[src/rv32i_integer_execute_macros.svh]
// Assertion helpers shared by the execute block.
`ifndef RV32I_INTEGER_EXECUTE_MACROS_SVH
`define RV32I_INTEGER_EXECUTE_MACROS_SVH

// The consequent must hold in the same cycle as the antecedent.
`define RVX_ASSERT_NOW(label, ante, cons, msg) \
  label: assert property (@(posedge clk) disable iff (rst) (ante) |-> (cons)) else $error(msg);

// The consequent must hold in the cycle after the antecedent.
`define RVX_ASSERT_NEXT(label, ante, cons, msg) \
  label: assert property (@(posedge clk) disable iff (rst) (ante) |=> (cons)) else $error(msg);

`endif

[src/rvx_pkg.sv]
package rvx_pkg;

  // Field widths fixed by the instruction set.
  localparam int XLEN        = 32;
  localparam int PC_W        = 30;
  localparam int REG_NUM_W   = 5;
  localparam int REG_COUNT_W = 6;

  // Defaults for the top-level parameters.
  localparam int REG_COUNT_DEF = 32;
  localparam int QUEUE_DEPTH   = 2;

  // Major opcodes, bits 6..2 of the instruction word.
  localparam logic [4:0] OPC_LUI   = 5'b01101;
  localparam logic [4:0] OPC_AUIPC = 5'b00101;
  localparam logic [4:0] OPC_OPIMM = 5'b00100;
  localparam logic [4:0] OPC_OP    = 5'b01100;

  // funct7 values.
  localparam logic [6:0] F7_BASE = 7'b0000000;
  localparam logic [6:0] F7_ALT  = 7'b0100000;

  // funct3 values.
  localparam logic [2:0] F3_ADD  = 3'd0;
  localparam logic [2:0] F3_SLL  = 3'd1;
  localparam logic [2:0] F3_SLT  = 3'd2;
  localparam logic [2:0] F3_SLTU = 3'd3;
  localparam logic [2:0] F3_XOR  = 3'd4;
  localparam logic [2:0] F3_SR   = 3'd5;
  localparam logic [2:0] F3_OR   = 3'd6;
  localparam logic [2:0] F3_AND  = 3'd7;

  // Result status codes.
  typedef enum logic [1:0] {
    ST_EXEC   = 2'd0,
    ST_UNSUP  = 2'd1,
    ST_COMPR  = 2'd2,
    ST_HALTED = 2'd3
  } status_t;

  // ALU operations carried out by the back end.
  typedef enum logic [3:0] {
    ALU_ADD, ALU_SUB, ALU_SLL, ALU_SLT, ALU_SLTU,
    ALU_XOR, ALU_SRL, ALU_SRA, ALU_OR, ALU_AND
  } alu_op_t;

  // Decoded request passed from the front end to the back end.
  typedef struct packed {
    logic [PC_W-1:0]      pc;
    status_t              status;
    alu_op_t              op;
    logic                 a_reg;
    logic                 b_reg;
    logic                 wr_en;
    logic [REG_NUM_W-1:0] rd;
    logic [REG_NUM_W-1:0] rs1;
    logic [REG_NUM_W-1:0] rs2;
    logic [XLEN-1:0]      a_const;
    logic [XLEN-1:0]      b_const;
  } ex_req_t;

endpackage

[src/rvx_front.sv]
module rvx_front #(
  parameter int REG_COUNT = rvx_pkg::REG_COUNT_DEF
) (
  input  logic                clk,
  input  logic                rst,
  input  logic                accept,
  input  logic [31:0]         instr_word,
  output rvx_pkg::ex_req_t    req
);
  import rvx_pkg::*;

  logic [PC_W-1:0] pc;
  logic            halted;

  logic [4:0]           op5;
  logic [REG_NUM_W-1:0] rd;
  logic [REG_NUM_W-1:0] rs1;
  logic [REG_NUM_W-1:0] rs2;
  logic [2:0]           f3;
  logic [6:0]           f7;
  logic [XLEN-1:0]      imm_i;
  logic [XLEN-1:0]      imm_u;
  logic                 rd_ok;
  logic                 rs1_ok;
  logic                 rs2_ok;
  logic                 ok;
  logic                 compressed;

  // Instruction fields.
  assign op5        = instr_word[6:2];
  assign rd         = instr_word[11:7];
  assign f3         = instr_word[14:12];
  assign rs1        = instr_word[19:15];
  assign rs2        = instr_word[24:20];
  assign f7         = instr_word[31:25];
  assign imm_i      = {{20{instr_word[31]}}, instr_word[31:20]};
  assign imm_u      = {instr_word[31:12], 12'h000};
  assign compressed = (instr_word[1:0] != 2'b11);

  // Register numbers beyond the implemented file make the encoding unsupported.
  assign rd_ok  = (REG_COUNT_W'(rd)  < REG_COUNT_W'(REG_COUNT));
  assign rs1_ok = (REG_COUNT_W'(rs1) < REG_COUNT_W'(REG_COUNT));
  assign rs2_ok = (REG_COUNT_W'(rs2) < REG_COUNT_W'(REG_COUNT));

  // Classify the word and pick operand sources and the ALU operation.
  always_comb begin
    ok          = 1'b0;
    req.pc      = pc;
    req.op      = ALU_ADD;
    req.a_reg   = 1'b0;
    req.b_reg   = 1'b0;
    req.rd      = rd;
    req.rs1     = rs1;
    req.rs2     = rs2;
    req.a_const = '0;
    req.b_const = imm_i;
    unique case (op5)
      OPC_LUI: begin
        ok          = rd_ok;
        req.b_const = imm_u;
      end
      OPC_AUIPC: begin
        ok          = rd_ok;
        req.a_const = {pc, 2'b00};
        req.b_const = imm_u;
      end
      OPC_OPIMM: begin
        ok        = rd_ok && rs1_ok;
        req.a_reg = 1'b1;
        unique case (f3)
          F3_ADD:  req.op = ALU_ADD;
          F3_SLT:  req.op = ALU_SLT;
          F3_SLTU: req.op = ALU_SLTU;
          F3_XOR:  req.op = ALU_XOR;
          F3_OR:   req.op = ALU_OR;
          F3_AND:  req.op = ALU_AND;
          F3_SLL: begin
            req.op = ALU_SLL;
            if (f7 != F7_BASE) begin
              ok = 1'b0;
            end
          end
          default: begin
            if (f7 == F7_BASE) begin
              req.op = ALU_SRL;
            end else if (f7 == F7_ALT) begin
              req.op = ALU_SRA;
            end else begin
              ok = 1'b0;
            end
          end
        endcase
      end
      OPC_OP: begin
        ok        = rd_ok && rs1_ok && rs2_ok;
        req.a_reg = 1'b1;
        req.b_reg = 1'b1;
        if (f7 == F7_BASE) begin
          unique case (f3)
            F3_ADD:  req.op = ALU_ADD;
            F3_SLL:  req.op = ALU_SLL;
            F3_SLT:  req.op = ALU_SLT;
            F3_SLTU: req.op = ALU_SLTU;
            F3_XOR:  req.op = ALU_XOR;
            F3_SR:   req.op = ALU_SRL;
            F3_OR:   req.op = ALU_OR;
            default: req.op = ALU_AND;
          endcase
        end else if (f7 == F7_ALT && f3 == F3_ADD) begin
          req.op = ALU_SUB;
        end else if (f7 == F7_ALT && f3 == F3_SR) begin
          req.op = ALU_SRA;
        end else begin
          ok = 1'b0;
        end
      end
      default: ok = 1'b0;
    endcase

    // Status and write enable, with halt and compressed taking priority.
    priority if (halted) begin
      req.status = ST_HALTED;
      req.wr_en  = 1'b0;
    end else if (compressed) begin
      req.status = ST_COMPR;
      req.wr_en  = 1'b0;
    end else if (ok) begin
      req.status = ST_EXEC;
      req.wr_en  = (rd != '0);
    end else begin
      req.status = ST_UNSUP;
      req.wr_en  = 1'b0;
    end
  end

  // Program counter and halt flag advance as each request is accepted.
  always_ff @(posedge clk) begin
    if (rst) begin
      pc     <= '0;
      halted <= 1'b0;
    end else if (accept && !halted) begin
      if (compressed) begin
        halted <= 1'b1;
      end else begin
        pc <= pc + PC_W'(1);
      end
    end
  end

endmodule

[src/rvx_fifo.sv]
module rvx_fifo #(
  parameter int DEPTH = rvx_pkg::QUEUE_DEPTH
) (
  input  logic             clk,
  input  logic             rst,
  input  logic             push,
  input  rvx_pkg::ex_req_t push_data,
  output logic             full,
  input  logic             pop,
  output logic             empty,
  output rvx_pkg::ex_req_t head
);
  import rvx_pkg::*;

  localparam int PTR_W = (DEPTH > 1) ? $clog2(DEPTH) : 1;
  localparam int CNT_W = $clog2(DEPTH + 1);

  ex_req_t          slots [DEPTH];
  logic [PTR_W-1:0] wptr;
  logic [PTR_W-1:0] rptr;
  logic [CNT_W-1:0] count;

  assign full  = (count == CNT_W'(DEPTH));
  assign empty = (count == '0);
  assign head  = slots[rptr];

  // Storage slots take the pushed request.
  always_ff @(posedge clk) begin
    if (push) begin
      slots[wptr] <= push_data;
    end
  end

  // Pointers and fill count.
  always_ff @(posedge clk) begin
    if (rst) begin
      wptr  <= '0;
      rptr  <= '0;
      count <= '0;
    end else begin
      if (push) begin
        wptr <= (wptr == PTR_W'(DEPTH - 1)) ? '0 : wptr + PTR_W'(1);
      end
      if (pop) begin
        rptr <= (rptr == PTR_W'(DEPTH - 1)) ? '0 : rptr + PTR_W'(1);
      end
      if (push && !pop) begin
        count <= count + CNT_W'(1);
      end else if (pop && !push) begin
        count <= count - CNT_W'(1);
      end
    end
  end

endmodule

[src/rvx_back.sv]
`include "rv32i_integer_execute_macros.svh"

module rvx_back #(
  parameter int REG_COUNT = rvx_pkg::REG_COUNT_DEF
) (
  input  logic                         clk,
  input  logic                         rst,
  input  logic                         q_empty,
  input  rvx_pkg::ex_req_t             q_head,
  output logic                         q_pop,
  output logic                         result_valid,
  input  logic                         result_ready,
  output logic [rvx_pkg::PC_W-1:0]     instr_index,
  output logic                         reg_written,
  output logic [rvx_pkg::REG_NUM_W-1:0] dest_reg,
  output logic [rvx_pkg::XLEN-1:0]     dest_value,
  output logic [1:0]                   status
);
  import rvx_pkg::*;

  localparam int IDX_W = (REG_COUNT > 1) ? $clog2(REG_COUNT) : 1;

  // Register file storage; an entry never written reads as zero.
  logic [XLEN-1:0]      regs [REG_COUNT];
  logic [REG_COUNT-1:0] reg_vld;

  // Operand stage.
  logic            r_valid;
  ex_req_t         r_req;
  logic [XLEN-1:0] r_data_a;
  logic [XLEN-1:0] r_data_b;
  logic            r_vld_a;
  logic            r_vld_b;
  logic            r_adv;

  // Most recent register write, used for bypass.
  logic             lw_valid;
  logic [IDX_W-1:0] lw_addr;
  logic [XLEN-1:0]  lw_data;

  logic [IDX_W-1:0] rd_idx;
  logic [IDX_W-1:0] ra_idx;
  logic [IDX_W-1:0] rb_idx;
  logic [IDX_W-1:0] head_a_idx;
  logic [IDX_W-1:0] head_b_idx;
  logic [XLEN-1:0]  rf_a;
  logic [XLEN-1:0]  rf_b;
  logic [XLEN-1:0]  op_a;
  logic [XLEN-1:0]  op_b;
  logic [4:0]       shamt;
  logic [XLEN-1:0]  alu_res;

  // Handshake between queue, operand stage and output register.
  assign r_adv = r_valid && (!result_valid || result_ready);
  assign q_pop = !q_empty && (!r_valid || r_adv);

  assign head_a_idx = q_head.rs1[IDX_W-1:0];
  assign head_b_idx = q_head.rs2[IDX_W-1:0];
  assign ra_idx     = r_req.rs1[IDX_W-1:0];
  assign rb_idx     = r_req.rs2[IDX_W-1:0];
  assign rd_idx     = r_req.rd[IDX_W-1:0];

  // Register file read as a request leaves the queue.
  always_ff @(posedge clk) begin
    if (q_pop) begin
      r_req    <= q_head;
      r_data_a <= regs[head_a_idx];
      r_data_b <= regs[head_b_idx];
      r_vld_a  <= reg_vld[head_a_idx];
      r_vld_b  <= reg_vld[head_b_idx];
    end
  end

  // Register file write as a request leaves the operand stage.
  always_ff @(posedge clk) begin
    if (r_adv && r_req.wr_en) begin
      regs[rd_idx] <= alu_res;
      lw_addr      <= rd_idx;
      lw_data      <= alu_res;
    end
  end

  // Valid bits and bypass flag.
  always_ff @(posedge clk) begin
    if (rst) begin
      reg_vld  <= '0;
      lw_valid <= 1'b0;
      r_valid  <= 1'b0;
    end else begin
      if (r_adv && r_req.wr_en) begin
        reg_vld[rd_idx] <= 1'b1;
        lw_valid        <= 1'b1;
      end
      if (q_pop) begin
        r_valid <= 1'b1;
      end else if (r_adv) begin
        r_valid <= 1'b0;
      end
    end
  end

  // Operand selection; a write made on the read edge is bypassed.
  always_comb begin
    if (lw_valid && lw_addr == ra_idx) begin
      rf_a = lw_data;
    end else begin
      rf_a = r_vld_a ? r_data_a : '0;
    end
    if (lw_valid && lw_addr == rb_idx) begin
      rf_b = lw_data;
    end else begin
      rf_b = r_vld_b ? r_data_b : '0;
    end
    op_a  = r_req.a_reg ? rf_a : r_req.a_const;
    op_b  = r_req.b_reg ? rf_b : r_req.b_const;
    shamt = op_b[4:0];
  end

  // ALU.
  always_comb begin
    unique case (r_req.op)
      ALU_ADD:  alu_res = op_a + op_b;
      ALU_SUB:  alu_res = op_a - op_b;
      ALU_SLL:  alu_res = op_a << shamt;
      ALU_SLT:  alu_res = XLEN'($signed(op_a) < $signed(op_b));
      ALU_SLTU: alu_res = XLEN'(op_a < op_b);
      ALU_XOR:  alu_res = op_a ^ op_b;
      ALU_SRL:  alu_res = op_a >> shamt;
      ALU_SRA:  alu_res = XLEN'($signed(op_a) >>> shamt);
      ALU_OR:   alu_res = op_a | op_b;
      ALU_AND:  alu_res = op_a & op_b;
      default:  alu_res = '0;
    endcase
  end

  // Output register.
  always_ff @(posedge clk) begin
    if (rst) begin
      result_valid <= 1'b0;
    end else if (r_adv) begin
      result_valid <= 1'b1;
    end else if (result_ready) begin
      result_valid <= 1'b0;
    end
  end

  always_ff @(posedge clk) begin
    if (r_adv) begin
      instr_index <= r_req.pc;
      reg_written <= r_req.wr_en;
      dest_reg    <= r_req.wr_en ? r_req.rd : '0;
      dest_value  <= r_req.wr_en ? alu_res : '0;
      status      <= r_req.status;
    end
  end

  // Only executed requests may report a register write.
  `RVX_ASSERT_NOW(a_write_needs_exec, result_valid && reg_written, status == ST_EXEC, "write reported on a request that did not execute")
  // Register zero is never written.
  `RVX_ASSERT_NOW(a_no_x0_write, r_adv && r_req.wr_en, r_req.rd != '0, "write to register zero")
  // A written entry is marked valid on the following cycle.
  `RVX_ASSERT_NEXT(a_vld_after_write, r_adv && r_req.wr_en, reg_vld[$past(rd_idx)], "written entry not marked valid")
  // The bypass register follows the last write.
  `RVX_ASSERT_NEXT(a_bypass_tracks, r_adv && r_req.wr_en, lw_valid && lw_data == $past(alu_res), "bypass register lost the last write")

endmodule

[src/rv32i_integer_execute.sv]
// Channel  | Direction | Handshake                    | Payload
// instr    | in        | instr_valid / instr_ready    | instr_word
// result   | out       | result_valid / result_ready  | instr_index, reg_written, dest_reg,
//          |           |                              | dest_value, status
//
// One instruction per cycle is sustained when results are taken every cycle.
// A request passes through a queue slot and the operand stage into the output register
// before it is presented on the result channel; the bypass of the last register write
// keeps dependent instructions at full rate.
// Synchronous reset clears the program counter, halt flag, queue and register valid bits.
// A stalled result holds the back end; the two-entry queue fills and then drops instr_ready.
module rv32i_integer_execute #(
  parameter int REG_COUNT = rvx_pkg::REG_COUNT_DEF
) (
  input  logic                          clk,
  input  logic                          rst,
  input  logic                          instr_valid,
  output logic                          instr_ready,
  input  logic [31:0]                   instr_word,
  output logic                          result_valid,
  input  logic                          result_ready,
  output logic [rvx_pkg::PC_W-1:0]      instr_index,
  output logic                          reg_written,
  output logic [rvx_pkg::REG_NUM_W-1:0] dest_reg,
  output logic [rvx_pkg::XLEN-1:0]      dest_value,
  output logic [1:0]                    status
);
  import rvx_pkg::*;

  ex_req_t dec_req;
  ex_req_t q_head;
  logic    q_full;
  logic    q_empty;
  logic    q_pop;
  logic    accept;

  assign instr_ready = !q_full;
  assign accept      = instr_valid && instr_ready;

  // Front end: decode and program counter.
  rvx_front #(
    .REG_COUNT(REG_COUNT)
  ) u_front (
    .clk       (clk),
    .rst       (rst),
    .accept    (accept),
    .instr_word(instr_word),
    .req       (dec_req)
  );

  // Queue between decode and execute.
  rvx_fifo #(
    .DEPTH(QUEUE_DEPTH)
  ) u_fifo (
    .clk      (clk),
    .rst      (rst),
    .push     (accept),
    .push_data(dec_req),
    .full     (q_full),
    .pop      (q_pop),
    .empty    (q_empty),
    .head     (q_head)
  );

  // Back end: register file, ALU and result register.
  rvx_back #(
    .REG_COUNT(REG_COUNT)
  ) u_back (
    .clk         (clk),
    .rst         (rst),
    .q_empty     (q_empty),
    .q_head      (q_head),
    .q_pop       (q_pop),
    .result_valid(result_valid),
    .result_ready(result_ready),
    .instr_index (instr_index),
    .reg_written (reg_written),
    .dest_reg    (dest_reg),
    .dest_value  (dest_value),
    .status      (status)
  );

endmodule

[config.mk]
export PLATFORM = sky130hd
export DESIGN_NAME = rv32i_integer_execute
export DESIGN_NICKNAME = d
export VERILOG_FILES = /design/src/rvx_pkg.sv /design/src/rvx_front.sv /design/src/rvx_fifo.sv /design/src/rvx_back.sv /design/src/rv32i_integer_execute.sv
export VERILOG_INCLUDE_DIRS = /design/src /design/src/src
export SDC_FILE = /design/constraint.sdc
export NUM_CORES = 2
export LEC_CHECK = 0
export BUFFER_PORTS_ARGS = -buffer_cell sky130_fd_sc_hd__buf_2
export CAP_MARGIN = 20
export CORE_ASPECT_RATIO = 0.5
export CORE_UTILIZATION = 50
export DETAILED_ROUTE_END_ITERATION = 16
export PLACE_DENSITY = 0.69
export REMOVE_ABC_BUFFERS = 1
export SYNTH_ARGS = -nofsm -noshare
export SYNTH_HDL_FRONTEND = slang
export SYNTH_SLANG_ARGS = --single-unit
[constraint.sdc]
create_clock -name clk -period 6.79 [get_ports clk]
set_clock_uncertainty 0.05 [all_clocks]
set_input_delay 0.679 -clock clk [delete_from_list [all_inputs] [get_ports clk]]
set_output_delay 0.679 -clock clk [all_outputs]
set_load 0.02 [all_outputs]
==> run_summary.xml <==
<?xml version="1.0" encoding="UTF-8"?>
<metrics>
  <group name="cells_and_area">
    <metric name="layout.nets" unit="">8169</metric>
    <metric name="fillCellCount" unit="">13520</metric>
    <metric name="areaGrowthSynthToFinish" unit="%">10.18</metric>
    <metric name="postLayoutCoreUtil" unit="">0.5595</metric>
    <metric name="regArea" unit="mm2">0.04782</metric>
    <metric name="final_cell_area" unit="mm2">0.09078</metric>
    <metric name="largest_register_ffs" unit="">1024</metric>
    <metric name="multi_input_comb_area" unit="mm2">0.03208</metric>
    <metric name="reg.largest.list" unit="">u_back.regs: 1024 flops, u_fifo.slots: 232 flops, u_back.r_req: 101 flops</metric>
    <metric name="post_route_cells_drive_above_1_share" unit="">0.1003</metric>
    <metric name="largest_register" unit="">u_back.regs</metric>
  </group>
  <group name="sta">
    <metric name="final.hold.worst_slack" unit="ns">0.05170</metric>
    <metric name="setup_viol" unit="">0</metric>
    <metric name="maxClockFrequency" unit="GHz">0.1574</metric>
    <metric name="min_period" unit="ns">6.354</metric>
    <metric name="transition_at_the_pin_with_the_smallest_max_transition_slack" unit="ns">1.321</metric>
    <metric name="final_period_util" unit="">0.9358</metric>
    <metric name="grt_setup_unrepaired" unit="">no</metric>
    <metric name="slew_viol_final" unit="">0</metric>
    <metric name="timing.max_slew.rel_slack" unit="">0.1197</metric>
    <metric name="hold_viol_final" unit="">0</metric>
  </group>
  <group name="floorplan">
    <metric name="floorplan.initialDensity" unit="">0.5078</metric>
    <metric name="dieArea" unit="mm2">0.1665</metric>
    <metric name="rows" unit="">104</metric>
    <metric name="vert_die_dim" unit="um">289.0</metric>
    <metric name="fp.coreArea" unit="mm2">0.1623</metric>
    <metric name="io-pin-count" unit="">108</metric>
    <metric name="chipWidth" unit="um">576.1</metric>
  </group>
  <group name="clocking">
    <metric name="tritoncts" unit="">built</metric>
    <metric name="cts_max_level" unit="">4</metric>
    <metric name="cts_made_buffers" unit="">153</metric>
    <metric name="clock_sink_total" unit="">1616</metric>
    <metric name="number_of_cells_upsized_or_downsized_after_cts" unit="">0</metric>
    <metric name="cts-root-to-sink-buffers" unit="">4</metric>
    <metric name="cts.root.buffer_cell" unit="">sky130_fd_sc_hd__clkbuf_16</metric>
    <metric name="clock_insertion_delay_worst_skew" unit="ns">0.83</metric>
    <metric name="clk_pin_slew" unit="ns">0.06</metric>
    <metric name="post-cts-setup-buffers" unit="">0</metric>
    <metric name="cts_hold_buf" unit="">0</metric>
  </group>
  <group name="worst_setup_path">
    <metric name="kind_of_launch_point_of_the_worst_setup_path" unit="">register</metric>
    <metric name="worst_path_max_delay_cell" unit="">sky130_fd_sc_hd__o21ai_0</metric>
    <metric name="worst_ep_required_time" unit="ns">7.21</metric>
    <metric name="critical_path_peak_fanout" unit="">33</metric>
    <metric name="critical_path.cell_chain" unit="">xnor2_1, and3_1, nand2_1, and3_1, a21oi_1, a21oi_1, ha_1, nor4_1, o21ai_0, o2111ai_1, a31oi_1, o21ai_0, a221oi_1, o41ai_1, xnor2_1, nor2_1, or3_1, buf_4</metric>
    <metric name="timing.critical_path.slowest_cell_delay" unit="ns">0.91</metric>
    <metric name="path_delay_family" unit="">compound AO/OA/AOI/OAI gates</metric>
    <metric name="setup.worst_path.class" unit="">register to register</metric>
    <metric name="worst-endpoint-arrival" unit="ns">6.77</metric>
    <metric name="worst-path-buf-inv" unit="">1</metric>
    <metric name="worstSetupEndpointType" unit="">register</metric>
  </group>
  <group name="route">
    <metric name="ant_nets" unit="">0</metric>
    <metric name="iteration_0_drc_count_of_the_detailed_router" unit="">13467</metric>
    <metric name="remaining_drc_errors" unit="">0</metric>
    <metric name="wl_per_cell" unit="um">31.78</metric>
    <metric name="drt-pass1-iter-count" unit="">9</metric>
    <metric name="via_per_inst" unit="">6.819</metric>
    <metric name="totalWireLength" unit="um">328100</metric>
    <metric name="num_vias" unit="">70381</metric>
  </group>
  <group name="logic_synthesis">
    <metric name="postSynthCellCount" unit="">8158</metric>
    <metric name="post_synth_most_frequent_cells" unit="">2309 x sky130_fd_sc_hd__nand2_1, 1545 x sky130_fd_sc_hd__edfxtp_1, 1098 x sky130_fd_sc_hd__nand3_1</metric>
    <metric name="synth.lib_cells_used.distinct" unit="">91</metric>
    <metric name="post-synth-top-count-cell" unit="">sky130_fd_sc_hd__nand2_1</metric>
    <metric name="postSynthRegisterBits" unit="">1616</metric>
    <metric name="post_synth_main_area_contributors" unit="">sky130_fd_sc_hd__edfxtp_1 56%, sky130_fd_sc_hd__nand2_1 11%, sky130_fd_sc_hd__nand3_1 6.7%</metric>
    <metric name="syn_area_per_cell" unit="um2">10.10</metric>
    <metric name="synth-edff-count" unit="">1545</metric>
    <metric name="yosys.area.top_type" unit="">sky130_fd_sc_hd__edfxtp_1</metric>
    <metric name="ys_async_sr_fraction" unit="">0</metric>
    <metric name="netlist_area" unit="mm2">0.08239</metric>
    <metric name="synthFlopType" unit="">sky130_fd_sc_hd__edfxtp_1</metric>
    <metric name="ys.warnings.count" unit="">0</metric>
    <metric name="synth_seq_area_share" unit="">0.5803</metric>
    <metric name="portion_of_synthesized_cell_area_occupied_by_the_leading_cell_type" unit="">0.5631</metric>
  </group>
  <group name="power_and_ir_drop">
    <metric name="power_per_cell_area" unit="mW/mm2">575.3</metric>
    <metric name="power.ir.vdd_worst" unit="mV">0.4327</metric>
    <metric name="power.static_leakage" unit="nW">33.19</metric>
    <metric name="fin_total_pwr" unit="mW">52.23</metric>
  </group>
  <group name="global_route">
    <metric name="antenna_found_initial" unit="">32</metric>
    <metric name="grt_util_all_layers" unit="">0.3847</metric>
    <metric name="grt.overflow.total" unit="">0</metric>
    <metric name="grt_pass1_vias" unit="">63646</metric>
    <metric name="grt_pass1_wl" unit="um">461400</metric>
    <metric name="largest_net_degree_at_the_start_of_global_routing" unit="">147</metric>
  </group>
  <group name="place">
    <metric name="detailed_place_hpwl" unit="um">203200</metric>
    <metric name="port_buffers" unit="">107</metric>
    <metric name="routabilityCongestion" unit="">1.055</metric>
    <metric name="dpl_cell_area" unit="mm2">0.08587</metric>
  </group>
  <group name="outcome">
    <metric name="status" unit="">completed</metric>
  </group>
  <group name="min_path">
    <metric name="holdCritPathClass" unit="">primary input to register</metric>
  </group>
  <group name="run">
    <metric name="drv.max_cap_violation_count" unit="">0</metric>
  </group>
</metrics>
## cell usage in the layout (no fill, tap or decap), types with 107 or more instances in the layout
cell type | synthesis | final
sky130_fd_sc_hd__nor2_1 | 315 | 283
sky130_fd_sc_hd__and3_1 | 189 | 188
sky130_fd_sc_hd__edfxtp_1 | 1545 | 1545
sky130_fd_sc_hd__a21oi_1 | 182 | 182
sky130_fd_sc_hd__clkbuf_16 | 0 | 156
sky130_fd_sc_hd__buf_2 | 37 | 107
sky130_fd_sc_hd__buf_4 | 5 | 210
sky130_fd_sc_hd__nand2_1 | 2309 | 2306
sky130_fd_sc_hd__nand3_1 | 1098 | 1098
sky130_fd_sc_hd__mux2_2 | 132 | 132
sky130_fd_sc_hd__a311oi_1 | 338 | 338
## per-layer routing
| metal | track usage | routed length [um] | share of wire | vias to the layer above |
|---|---|---|---|---|
| met1 | 0.5561 | 126800 | 0.39 | 34128 |
| met3 | 0.1251 | 53880 | 0.16 | 945 |
| met2 | 0.5340 | 132400 | 0.40 | 5713 |
| met4 | 0.1511 | 14820 | 0.045 | 22 |
| li1 | - | - | - | 29573 |
| met5 | 0 | 134 | 0.00041 | - |
## area by class of cell
class	count	share of cell area
clock buffers	185	0.04497
multi-input cells	5784	0.3533
flip-flops and latches	1616	0.5268
diodes	10	0.0002757
clock inverters	80	0.007870
repair buffers	354	0.03141
inverters	120	0.005430
well taps	2173	0.02995
## path summary, 6_finish.rpt
check               startpoint                endpoint  slack, ns  cells after the start
min reg2reg  u_back.r_req[100]  u_back.instr_index[12]       0.34                      0
min              instr_word[8]     u_fifo.slots[0][75]       0.05                      1
max          u_back.lw_addr[4]     u_back.regs[28][31]       0.44                     18
max reg2reg  u_back.lw_addr[4]     u_back.regs[28][31]       0.44                     18
## power by group
part	total (mW)	switching (mW)	internal [mW]
clock	8.55	3.82	4.74
combinational	26.7	19.6	7.09
sequential	17.0	1.17	15.8
total	52.2	24.6	27.6
## per-stage QoR
stage           TNS, ns  std cells  setup slack, ns
6_report              0      10322           0.4356
5_1_grt               0      10312           0.1308
3_5_place_dp          0      10043           0.3734
3_3_place_gp          0      10040           0.4474
2_1_floorplan  -3614.18       7520           -44.53
4_1_cts               0      10308           0.3018
## cell families after synthesis
group	Yosys count	share of synthesized area
AOI/OAI and AO/OA	1207	0.1094
xor gates and xnor gates	56	0.005953
adders and majority gates	104	0.01598
buffers and inverters	758	0.03596
DFF	1616	0.5803
muxes	249	0.03231
and+or+nand+nor	4168	0.2200
Note: power is estimated with default switching activity, not from simulation.
